`src/sv/rtcdst_pkg.sv`:
```
// ----------------------------------------------------------------------------
// rtcdst_pkg
// Types, constants and calendar helpers shared by the RTC calendar block.
// ----------------------------------------------------------------------------
package rtcdst_pkg;

  localparam logic [5:0] SEC_MAX     = 6'd59;
  localparam logic [5:0] MIN_MAX     = 6'd59;
  localparam logic [4:0] HOUR_MAX    = 5'd23;
  localparam logic [2:0] WEEKDAY_MAX = 3'd6;
  localparam logic [2:0] SUNDAY      = 3'd0;
  localparam logic [3:0] MONTH_FEB   = 4'd1;
  localparam logic [3:0] MONTH_MAR   = 4'd2;
  localparam logic [3:0] MONTH_OCT   = 4'd9;
  localparam logic [3:0] MONTH_DEC   = 4'd11;
  localparam logic [6:0] YEAR_MAX    = 7'd99;
  // offset of 2100, the only century year in range that is not a leap year
  localparam logic [6:0] YEAR_CENTURY = 7'd100;
  localparam logic [4:0] DST_HOUR    = 5'd2;
  localparam logic [4:0] LEN_FEB     = 5'd28;
  localparam logic [4:0] LEN_SHORT   = 5'd30;
  localparam logic [4:0] LEN_LONG    = 5'd31;
  localparam logic [5:0] WEEK_DAYS   = 6'd7;

  typedef struct packed {
    logic [5:0] sec;
    logic [5:0] min;
    logic [4:0] hour;
    logic [4:0] day;
    logic [3:0] month;
    logic [6:0] year;
    logic [2:0] weekday;
    logic       leap;
  } rtc_time_t;

  typedef struct packed {
    rtc_time_t t;
    logic      dst_done;
  } rtc_state_t;

  typedef struct packed {
    logic [5:0] sec;
    logic [5:0] min;
    logic [4:0] hour;
    logic [4:0] day;
    logic [3:0] month;
    logic [6:0] year;
    logic [2:0] weekday;
  } rtc_load_t;

  typedef struct packed {
    rtc_time_t t;
    logic      dst_applied;
    logic      minute_pulse;
  } rtc_result_t;

  // Days in a month; anything past December counts as a long month.
  function automatic logic [4:0] month_len(input logic [3:0] m);
    logic [4:0] len;
    unique case (m)
      4'd1:                      len = LEN_FEB;
      4'd3, 4'd5, 4'd8, 4'd10:   len = LEN_SHORT;
      default:                   len = LEN_LONG;
    endcase
    return len;
  endfunction

  // Year 2000 + yr, yr below 128: every fourth year but 2100.
  function automatic logic leap_of(input logic [6:0] yr);
    return (yr[1:0] == 2'b00) && (yr != YEAR_CENTURY);
  endfunction

endpackage

```
`src/sv/rtcdst_next.sv`:
```
// ----------------------------------------------------------------------------
// rtcdst_next
// Next-state logic: one second tick or a load, with day rollover and DST.
// ----------------------------------------------------------------------------
module rtcdst_next import rtcdst_pkg::*; (
  input  rtc_state_t  state,
  input  logic        func,
  input  rtc_load_t   load,
  output rtc_state_t  state_next,
  output rtc_result_t result
);

  logic [4:0] len;
  logic [4:0] hour_inc;
  logic       dst_hit;
  logic       dst_now;
  logic       pulse;

  assign len      = month_len(state.t.month);
  assign hour_inc = state.t.hour + 5'd1;
  assign dst_hit  = (hour_inc == DST_HOUR) && !state.dst_done &&
                    (({1'b0, state.t.day} + WEEK_DAYS) > {1'b0, len}) &&
                    (state.t.weekday == SUNDAY);

  always_comb begin
    state_next = state;
    dst_now    = 1'b0;
    pulse      = 1'b0;
    if (func) begin
      state_next.t.sec     = load.sec;
      state_next.t.min     = load.min;
      state_next.t.hour    = load.hour;
      state_next.t.day     = load.day;
      state_next.t.month   = load.month;
      state_next.t.year    = load.year;
      state_next.t.weekday = load.weekday;
      state_next.t.leap    = leap_of(load.year);
    end else if (state.t.sec < SEC_MAX) begin
      state_next.t.sec = state.t.sec + 6'd1;
    end else begin
      state_next.t.sec = '0;
      if (state.t.min < MIN_MAX) begin
        state_next.t.min = state.t.min + 6'd1;
        pulse            = 1'b1;
      end else begin
        state_next.t.min = '0;
        if (state.t.hour < HOUR_MAX) begin
          state_next.t.hour = hour_inc;
          if (dst_hit) begin
            // spring back in March, forward in October, else hours stay
            if (state.t.month == MONTH_MAR) begin
              state_next.t.hour = hour_inc - 5'd1;
            end else if (state.t.month == MONTH_OCT) begin
              state_next.t.hour = hour_inc + 5'd1;
            end
            state_next.dst_done = 1'b1;
            dst_now             = 1'b1;
          end
        end else begin
          state_next.t.hour   = '0;
          state_next.dst_done = 1'b0;
          state_next.t.weekday = (state.t.weekday < WEEKDAY_MAX) ?
                                 state.t.weekday + 3'd1 : SUNDAY;
          if (len == LEN_FEB) begin
            if ((state.t.day < LEN_FEB) || ((state.t.day == LEN_FEB) && state.t.leap)) begin
              state_next.t.day = state.t.day + 5'd1;
            end else begin
              state_next.t.day   = 5'd1;
              state_next.t.month = state.t.month + 4'd1;
            end
          end else if (len == LEN_LONG) begin
            if (state.t.day < LEN_LONG) begin
              state_next.t.day = state.t.day + 5'd1;
            end else begin
              state_next.t.day = 5'd1;
              if (state.t.month >= MONTH_DEC) begin
                state_next.t.month = '0;
                state_next.t.year  = (state.t.year >= YEAR_MAX) ? '0 :
                                     state.t.year + 7'd1;
                state_next.t.leap  = leap_of(state_next.t.year);
              end else begin
                state_next.t.month = state.t.month + 4'd1;
              end
            end
          end else begin
            if (state.t.day < LEN_SHORT) begin
              state_next.t.day = state.t.day + 5'd1;
            end else begin
              state_next.t.day   = 5'd1;
              state_next.t.month = state.t.month + 4'd1;
            end
          end
        end
      end
    end
  end

  assign result.t            = state_next.t;
  assign result.dst_applied  = dst_now;
  assign result.minute_pulse = pulse;

endmodule

```
`src/sv/rtc_calendar_with_dst_unit.sv`:
```
// ----------------------------------------------------------------------------
// rtc_calendar_with_dst_unit
// Real-time clock calendar with last-Sunday daylight-saving correction.
// ----------------------------------------------------------------------------
// Usage:
//   Input channel (in_valid/in_ready): func = 0 advances the clock one
//   second, func = 1 loads the date and time from the load_* fields and
//   derives the leap flag from the year.
//   Output channel (out_valid/out_ready): one result per input transfer,
//   carrying the calendar after that item plus dst_applied and minute_pulse.
//   Latency: a result is valid the cycle after its input transfer unless it
//   lands in the skid register. Throughput: one item per cycle while
//   in_ready is high; the calendar counters update in the same cycle as the
//   transfer, so items chain back to back. Stall: results sit in an output
//   register backed by a one-entry skid register; in_ready drops only when
//   both hold results, and rises again as soon as the receiver takes one.
//   Reset: all calendar counters, the leap and DST-done flags clear to zero
//   and both result registers empty.
// ----------------------------------------------------------------------------
module rtc_calendar_with_dst_unit import rtcdst_pkg::*; (
  input  logic       clk,
  input  logic       rst,
  input  logic       in_valid,
  output logic       in_ready,
  input  logic       func,
  input  logic [5:0] load_seconds,
  input  logic [5:0] load_minutes,
  input  logic [4:0] load_hours,
  input  logic [4:0] load_day,
  input  logic [3:0] load_month,
  input  logic [6:0] load_year,
  input  logic [2:0] load_weekday,
  output logic       out_valid,
  input  logic       out_ready,
  output logic [5:0] seconds,
  output logic [5:0] minutes,
  output logic [4:0] hours,
  output logic [4:0] day,
  output logic [3:0] month,
  output logic [6:0] year,
  output logic [2:0] weekday,
  output logic       leap_year,
  output logic       dst_applied,
  output logic       minute_pulse
);

  rtc_state_t  state;
  rtc_state_t  state_next;
  rtc_load_t   load;
  rtc_result_t result;
  rtc_result_t out_reg;
  rtc_result_t skid;
  logic        skid_valid;
  logic        in_xfer;
  logic        out_xfer;

  assign load.sec     = load_seconds;
  assign load.min     = load_minutes;
  assign load.hour    = load_hours;
  assign load.day     = load_day;
  assign load.month   = load_month;
  assign load.year    = load_year;
  assign load.weekday = load_weekday;

  rtcdst_next u_next (
    .state      (state),
    .func       (func),
    .load       (load),
    .state_next (state_next),
    .result     (result)
  );

  // skid empty means there is room for one more result
  assign in_ready = !skid_valid;
  assign in_xfer  = in_valid && in_ready;
  assign out_xfer = out_valid && out_ready;

  // calendar state moves only on an input transfer
  always_ff @(posedge clk) begin
    if (rst) begin
      state <= '0;
    end else if (in_xfer) begin
      state <= state_next;
    end
  end

  // output register plus skid
  always_ff @(posedge clk) begin
    if (rst) begin
      out_valid  <= 1'b0;
      skid_valid <= 1'b0;
    end else if (skid_valid) begin
      if (out_xfer) begin
        skid_valid <= 1'b0;
      end
    end else if (in_xfer) begin
      if (!out_valid || out_xfer) begin
        out_valid <= 1'b1;
      end else begin
        skid_valid <= 1'b1;
      end
    end else if (out_xfer) begin
      out_valid <= 1'b0;
    end
  end

  always_ff @(posedge clk) begin
    if (skid_valid) begin
      if (out_xfer) begin
        out_reg <= skid;
      end
    end else if (in_xfer) begin
      if (!out_valid || out_xfer) begin
        out_reg <= result;
      end else begin
        skid <= result;
      end
    end
  end

  assign seconds      = out_reg.t.sec;
  assign minutes      = out_reg.t.min;
  assign hours        = out_reg.t.hour;
  assign day          = out_reg.t.day;
  assign month        = out_reg.t.month;
  assign year         = out_reg.t.year;
  assign weekday      = out_reg.t.weekday;
  assign leap_year    = out_reg.t.leap;
  assign dst_applied  = out_reg.dst_applied;
  assign minute_pulse = out_reg.minute_pulse;

endmodule

```
`config.mk`:
```
export PLATFORM = sky130hd
export DESIGN_NAME = rtc_calendar_with_dst_unit
export DESIGN_NICKNAME = d
export VERILOG_FILES = /design/src/sv/rtcdst_pkg.sv /design/src/sv/rtcdst_next.sv /design/src/sv/rtc_calendar_with_dst_unit.sv
export SDC_FILE = /design/constraint.sdc
export NUM_CORES = 1
export LEC_CHECK = 0
export BUFFER_PORTS_ARGS = -buffer_cell sky130_fd_sc_hd__clkbuf_2
export CAP_MARGIN = 25
export CELL_PAD_IN_SITES_DETAIL_PLACEMENT = 0
export CELL_PAD_IN_SITES_GLOBAL_PLACEMENT = 1
export CORE_ASPECT_RATIO = 0.6
export CORE_MARGIN = 3
export CORE_UTILIZATION = 51
export CTS_BUF_LIST = sky130_fd_sc_hd__clkbuf_8
export DETAILED_ROUTE_END_ITERATION = 10
export HOLD_SLACK_MARGIN = 0.15
export PLACE_DENSITY = 0.9
export SLEW_MARGIN = 20
export SYNTH_ARGS = -nofsm -noshare
export SYNTH_HDL_FRONTEND = slang
export SYNTH_SLANG_ARGS = --single-unit
```
`constraint.sdc`:
```
create_clock -name clk -period 7.3 [get_ports clk]
set_clock_uncertainty 0.05 [all_clocks]
set_input_delay 1.46 -clock clk [delete_from_list [all_inputs] [get_ports clk]]
set_output_delay 1.46 -clock clk [all_outputs]
set_load 0.05 [all_outputs]
```
==> results of run 1 <==
-- where the power goes --
| group | switching (mW) | internal, mW | total [mW] |
|---|---|---|---|
| clock | 0.292 | 0.350 | 0.642 |
| sequential | 0.0364 | 0.764 | 0.800 |
| combinational | 0.216 | 0.0967 | 0.312 |
| total | 0.544 | 1.21 | 1.75 |
-- cell families (layout without fill, tap and decap cells) --
| group | after synthesis | in the layout |
|---|---|---|
| AO/OA/AOI/OAI | 180 | 180 |
| AND/OR/NAND/NOR | 243 | 243 |
| XOR/XNOR | 10 | 10 |
| flip-flops | 118 | 118 |
| multiplexers | 35 | 35 |
| adder cells (fa/ha/maj) | 16 | 16 |
| buffers and inverters | 70 | 143 |
-- sequential cells by signal, summed over array words and instances, names as in the netlist, 3 cells and up --
| name | count |
|---|---|
| day | 5 |
| hours | 5 |
| minutes | 6 |
| month | 4 |
| seconds | 6 |
| skid | 39 |
| state | 38 |
| weekday | 3 |
| year | 7 |
-- through the flow --
stage | total power, mW | hold slack, ps
2_1_floorplan | 1.04 | 427
6_report | 1.75 | 477
5_1_grt | 1.82 | 513
3_3_place_gp | 1.11 | 448
4_1_cts | 1.76 | 480
3_5_place_dp | 1.12 | 462
-- routing by layer --
| layer | share of wire | global-route usage | wire length [um] | vias up |
|---|---|---|---|---|
| met2 | 0.40 | 0.335 | 6940 | 217 |
| met3 | 0.071 | 0.0435 | 1220 | 23 |
| met1 | 0.51 | 0.369 | 8810 | 2603 |
| met4 | 0.011 | 0.0801 | 194 | 0 |
| met5 | 0 | 0 | 0 | - |
| li1 | - | - | - | 2611 |
-- worst max-delay path, delay by kind of cell, from the launching register on --
| family | cells | cell delay [ps] |
|---|---|---|
| AOI/OAI and AO/OA | 4 | 1080 |
| DFF | 1 | 470 |
| buffers and inverters | 1 | 150 |
| and+or+nand+nor | 3 | 860 |
| adders and majority gates | 2 | 510 |
-- final cells by class --
type                       instances  area (sq um)
fill                            1042          4830
multi-input combinational        484          3210
sequential                       118          3140
timing repair buffer              89           478
clock buffer                      18           248
tap                              165           206
clock inverter                    14           175
inverter                          22          82.6
-- worst min-delay path by stage --
stage / from / end / slack [ps] / cells after the start
floorplan: state[36] / state[36] / 430 / 2
global placement: state[7] / state[7] / 450 / 2
detailed placement: skid[21] / day[4] / 460 / 2
CTS: skid[21] / day[4] / 480 / 2
global route: state[27] / state[27] / 510 / 2
finish: skid[21] / day[4] / 480 / 2
-- cell usage after synthesis, drive strengths merged, types with 5 or more instances --
| cell | count |
|---|---|
| a21oi | 44 |
| a22o | 5 |
| a31o | 5 |
| a31oi | 8 |
| and3 | 12 |
| buf | 25 |
| clkbuf | 23 |
| dfxtp | 40 |
| edfxtp | 78 |
| ha | 16 |
| inv | 22 |
| mux2 | 29 |
| mux2i | 6 |
| nand2 | 67 |
| nand2b | 12 |
| nand3 | 16 |
| nand4 | 7 |
| nor2 | 60 |
| nor2b | 14 |
| nor3 | 28 |
| nor3b | 7 |
| o21a | 9 |
| o21ai | 42 |
| o31ai | 21 |
| xnor2 | 9 |
==> impl_metrics.csv, run 1 <==
group,metric,value,unit
clocking,htreeDepth,4,
detailed_routing,antenna_left,0,
layout,layout_commonest_cell,"clkbuf_2",
worst_setup_path,r2r_start,"state[12]",
synth,avgSynthCellArea,9.89,sq um
synth,synth_cell_type_count,76,
detailed_routing,drt-total-wl,17200,um
timing,grt_setup_unrepaired,"no",
clocking,postCtsHoldBufs,0,
clocking,clk_pin_slew,80,ps
timing,slew_viol_final,0,
layout,postLayoutCellArea,0.00754,sq mm
die,ioPinCount,82,
synth,synth_compound_gate_area_share,0.192,
layout,nets,789,
detailed_routing,vias_per_cell,5.99,
layout,drive_gt1_frac,0.240,
synth,synth_ff_type,"edfxtp_1",
synth,synth_top_area_cell,"edfxtp_1",
synth,ys_seq_elements,118,
job,max_cap_violations,0,
power_and_ir_drop,ir_worst_vdd,0.126,mV
timing,slew_headroom,0.322,
outcome,status,"finished clean",
synth,synth_edf_count,78,
layout,final_cells,910,
timing,fmax,0.296,GHz
die,rows,31,
die,die_w,153,um
global_route,grt_pass1_vias,5093,
detailed_routing,drtPass1Iterations,5,
worst_setup_path,r2r-end,"hours[3]",
timing,period_needed,3380,ps
layout,layout_common_cells,"clkbuf_2 (80), edfxtp_1 (78), nand2_1 (67), nor2_1 (60), a21oi_1 (42)",
detailed_routing,vias,5454,
layout,final_util,0.609,
clocking,cts-root-buf,"clkbuf_8",
synth,synth_top_family_by_area,"compound AO/OA/AOI/OAI gates",
worst_setup_path,crit_required,7430,ps
worst_setup_path,endpoint,"hours[3]",
synth,synthMuxAreaShare,0.0587,
die,dieArea,0.0145,sq mm
timing,period_share,0.463,
synth,synth.area.top_cells,"edfxtp_1 (35%), dfxtp_1 (12%), mux2_2 (4.7%), nand2_1 (3.8%), nor2_1 (3.4%)",
layout,area_growth_syn_to_layout,13.4,%
placed_design,routabilityCongestion,0.907,
placed_design,io_buffers,81,
worst_setup_path,cpPeakStageDelay,620,ps
synth,synthCells,672,
placed_design,dp_slack,3820,ps
worst_setup_path,crit_fanout,9,
worst_setup_path,cp_slowest_cell,"or4b_1",
synth,ys_warn_count,0,
worst_setup_path,path_cells,"ha_1 > or4b_1 > inv_2 > ha_1 > nor2b_1 > o211ai_1 > o211a_1 > nor3_1 > o21ai_0 > o21ai_0",
timing,hold_viol_final,0,
synth,synth_area,0.00665,sq mm
synth,synthXorXnorAreaFrac,0.0132,
timing,tns,0,ps
worst_setup_path,startpoint,"state[12]",
clocking,post-cts-setup-buffers,0,
worst_setup_path,criticalPathCategory,"flip-flop to flip-flop",
placed_design,hpwl,11600,um
worst_setup_path,start_kind,"flip-flop",
clocking,cts_max_path_buffers,2,
detailed_routing,drt_iter0_drc,473,
synth,synth_fa_ha_area_frac,0.0301,
clocking,clock-sinks,118,
detailed_routing,drc,0,
worst_setup_path,worstPathArrival,3510,ps
detailed_routing,wl_per_cell,18.9,um
clocking,clkLatencyLatePin,440,ps
synth,yosysTopAreaCellShare,0.352,
power_and_ir_drop,power.density,233,mW/mm^2
worst_setup_path,endpoint_kind,"flip-flop",
placed_design,dpl_cell_area,0.00712,sq mm
clocking,cts_tree,"yes",
timing,worstMarginPinSlew,1020,ps
synth,synth_seq_area_share,0.473,
worst_setup_path,ff2ff_setup_slack,3920,ps
clocking,ctsResizeCount,0,
synth,synth-simple-area-share,0.187,
min_path,hold_path_class,"flip-flop to flip-flop",
die,dieHeight,94.4,um
synth,async_flop_share,0,
global_route,grt_max_degree,65,
die,core_area,0.0124,sq mm
global_route,grt-ovfl-total,0,
power_and_ir_drop,p_leak,2.85,nW
synth,syn-num-nets,729,
global_route,grt_pass1_wl,27300,um
clocking,cts-buffers-inserted,17,
global_route,grtUsageTotal,0.239,
timing,worst_slack,3920,ps
die,start_util,0.537,
layout,antenna_cells,0,
placed_design,dp.cells,878,
worst_setup_path,rr_worst_depth,10,
global_route,antenna_found_initial,0,
timing,setup_viol,0,
No activity file was read; power rests on OpenSTA's default activity.
==> inputs of run 2 (changes only) <==
--- a/config.mk
+++ b/config.mk
@@ -11,11 +11,11 @@
 export CELL_PAD_IN_SITES_GLOBAL_PLACEMENT = 1
 export CORE_ASPECT_RATIO = 0.6
 export CORE_MARGIN = 3
-export CORE_UTILIZATION = 51
+export CORE_UTILIZATION = 47
 export CTS_BUF_LIST = sky130_fd_sc_hd__clkbuf_8
 export DETAILED_ROUTE_END_ITERATION = 10
 export HOLD_SLACK_MARGIN = 0.15
-export PLACE_DENSITY = 0.9
+export PLACE_DENSITY = 0.84
 export SLEW_MARGIN = 20
 export SYNTH_ARGS = -nofsm -noshare
 export SYNTH_HDL_FRONTEND = slang
==> constraint.sdc (replaced) <==
create_clock -name clk -period 3.5 [get_ports clk]
set_clock_uncertainty 0.05 [all_clocks]
set_input_delay 0.7 -clock clk [delete_from_list [all_inputs] [get_ports clk]]
set_output_delay 0.7 -clock clk [all_outputs]
set_load 0.05 [all_outputs]
==> run 2 against run 1 <==
Compared with the run above:
- global-route usage decreased by 0.053 points
- flip-flop and latch count did not move
- clock power is 110% higher
- worst setup slack got worse by 3600 ps
==> impl_metrics.csv, run 2 (synthesis results as in run 1) <==
group,metric,value,unit
detailed_routing,drtPass1Iterations,5,
layout,drive_gt1_frac,0.250,
worst_setup_path,r2r_start,"state[12]",
timing,tns,0,ps
placed_design,io_buffers,81,
global_route,grt-ovfl-total,0,
timing,hold_viol_final,0,
layout,postLayoutCellArea,0.00762,sq mm
worst_setup_path,rr_worst_depth,11,
layout,layout_commonest_cell,"clkbuf_2",
detailed_routing,vias,5502,
detailed_routing,drc,0,
worst_setup_path,criticalPathCategory,"flip-flop to flip-flop",
timing,grt_setup_unrepaired,"no",
clocking,htreeDepth,4,
clocking,clock-sinks,118,
clocking,ctsResizeCount,0,
timing,period_share,0.914,
timing,fmax,0.313,GHz
worst_setup_path,worstPathArrival,3340,ps
layout,nets,796,
placed_design,routabilityCongestion,0.943,
die,rows,32,
layout,layout_common_cells,"clkbuf_2 (80), edfxtp_1 (78), nand2_1 (67), nor2_1 (60), a21oi_1 (42)",
placed_design,dpl_cell_area,0.00721,sq mm
clocking,cts-buffers-inserted,17,
power_and_ir_drop,p_leak,2.89,nW
detailed_routing,antenna_left,0,
die,start_util,0.498,
layout,regMostFlops,"skid",
clocking,cts_max_path_buffers,2,
clocking,postCtsHoldBufs,0,
clocking,clk_pin_slew,80,ps
outcome,status,"finished clean",
timing,worstMarginPinSlew,906,ps
die,ioPinCount,82,
clocking,cts_tree,"yes",
detailed_routing,wl_per_cell,19.7,um
die,die_w,160,um
worst_setup_path,endpoint_kind,"flip-flop",
worst_setup_path,r2r-end,"hours[1]",
power_and_ir_drop,ir_worst_vdd,0.268,mV
worst_setup_path,ff2ff_setup_slack,300,ps
global_route,grtUsageTotal,0.238,
worst_setup_path,crit_required,3640,ps
timing,slew_viol_final,0,
detailed_routing,drt_iter0_drc,577,
detailed_routing,vias_per_cell,5.86,
layout,area_growth_syn_to_layout,14.7,%
clocking,post-cts-setup-buffers,0,
worst_setup_path,start_kind,"flip-flop",
die,dieHeight,98.1,um
min_path,worstHoldPathCells,2,
layout,largest_register_ffs,39,
placed_design,hpwl,12900,um
timing,period_needed,3200,ps
timing,setup_viol,0,
layout,final_util,0.572,
die,dieArea,0.0157,sq mm
clocking,clkLatencyLatePin,450,ps
clocking,cts-root-buf,"clkbuf_8",
worst_setup_path,crit_fanout,9,
min_path,hold_path_end,"skid_valid",
min_path,hp-start,"out_ready",
layout,antenna_cells,0,
die,core_area,0.0133,sq mm
global_route,grt_max_degree,48,
global_route,grt_pass1_vias,5218,
layout,nFillCells,1183,
job,max_cap_violations,0,
min_path,hold_path_class,"primary input to flip-flop",
global_route,antenna_found_initial,0,
timing,slew_headroom,0.395,
power_and_ir_drop,power.density,480,mW/mm^2
global_route,grt_pass1_wl,29400,um
detailed_routing,drt-total-wl,18500,um
-- run 2: cell count changes in the layout (fill, tap and decap cells not counted), sizes merged --
cell and delta:
clkinv +2, clkinvlp -1, buf +7, clkbuf -1
-- run 2: critical path: stages, from the launching register on --
cell and delay [ps]:
dfxtp_1 460, inv_1 150, ha_1 260, nor3b_2 280, o21a_1 260, ha_1 260
nand2_1 80, o21ai_0 80, o211a_2 360, or4_1 500, nand3_2 120, a2bb2oi_1 70
-- run 2: how the worst max path moves through the flow --
stage | start | to | cells after the start
after floorplan | state[12] | hours[1] | 12
after global placement | state[12] | hours[1] | 10
after detailed placement | state[12] | hours[1] | 10
after CTS | state[12] | hours[1] | 10
after global routing | state[12] | hours[1] | 11
final | state[12] | hours[1] | 11
-- run 2: power by group --
group | total [mW] | switching [mW] | internal [mW] | leakage (nW)
combinational | 0.669 | 0.460 | 0.209 | 1.60
clock | 1.32 | 0.617 | 0.708 | 0.212
sequential | 1.67 | 0.0772 | 1.59 | 1.07
-- run 2: metrics by stage --
| stage | hold slack (ps) | std cells | power, mW | setup slack, ps |
|---|---|---|---|---|
| 2_1_floorplan | 427 | 672 | 2.17 | 504 |
| 3_3_place_gp | 450 | 907 | 2.35 | 316 |
| 3_5_place_dp | 458 | 907 | 2.36 | 205 |
| 4_1_cts | 385 | 939 | 3.68 | 187 |
| 5_1_grt | 398 | 939 | 3.81 | 101 |
| 6_report | 403 | 939 | 3.66 | 301 |
-- run 2: cell type report --
cell class,instances,area (sq um),area share
clock inverter,15,178,0.0233
sequential,118,3140,0.412
clock buffer,17,234,0.0307
timing repair buffer,96,543,0.0712
tap,187,234,0.0307
inverter,22,82.6,0.0108
multi-input combinational,484,3210,0.421
-- run 2: metal layers --
layer / track usage / vias to the layer above / share of wire
met1: 0.381 / 2620 / 0.51
met5: 0 / - / 0
met2: 0.320 / 242 / 0.40
met3: 0.0615 / 16 / 0.087
met4: 0.0471 / 0 / 0.0083
li1: - / 2624 / -
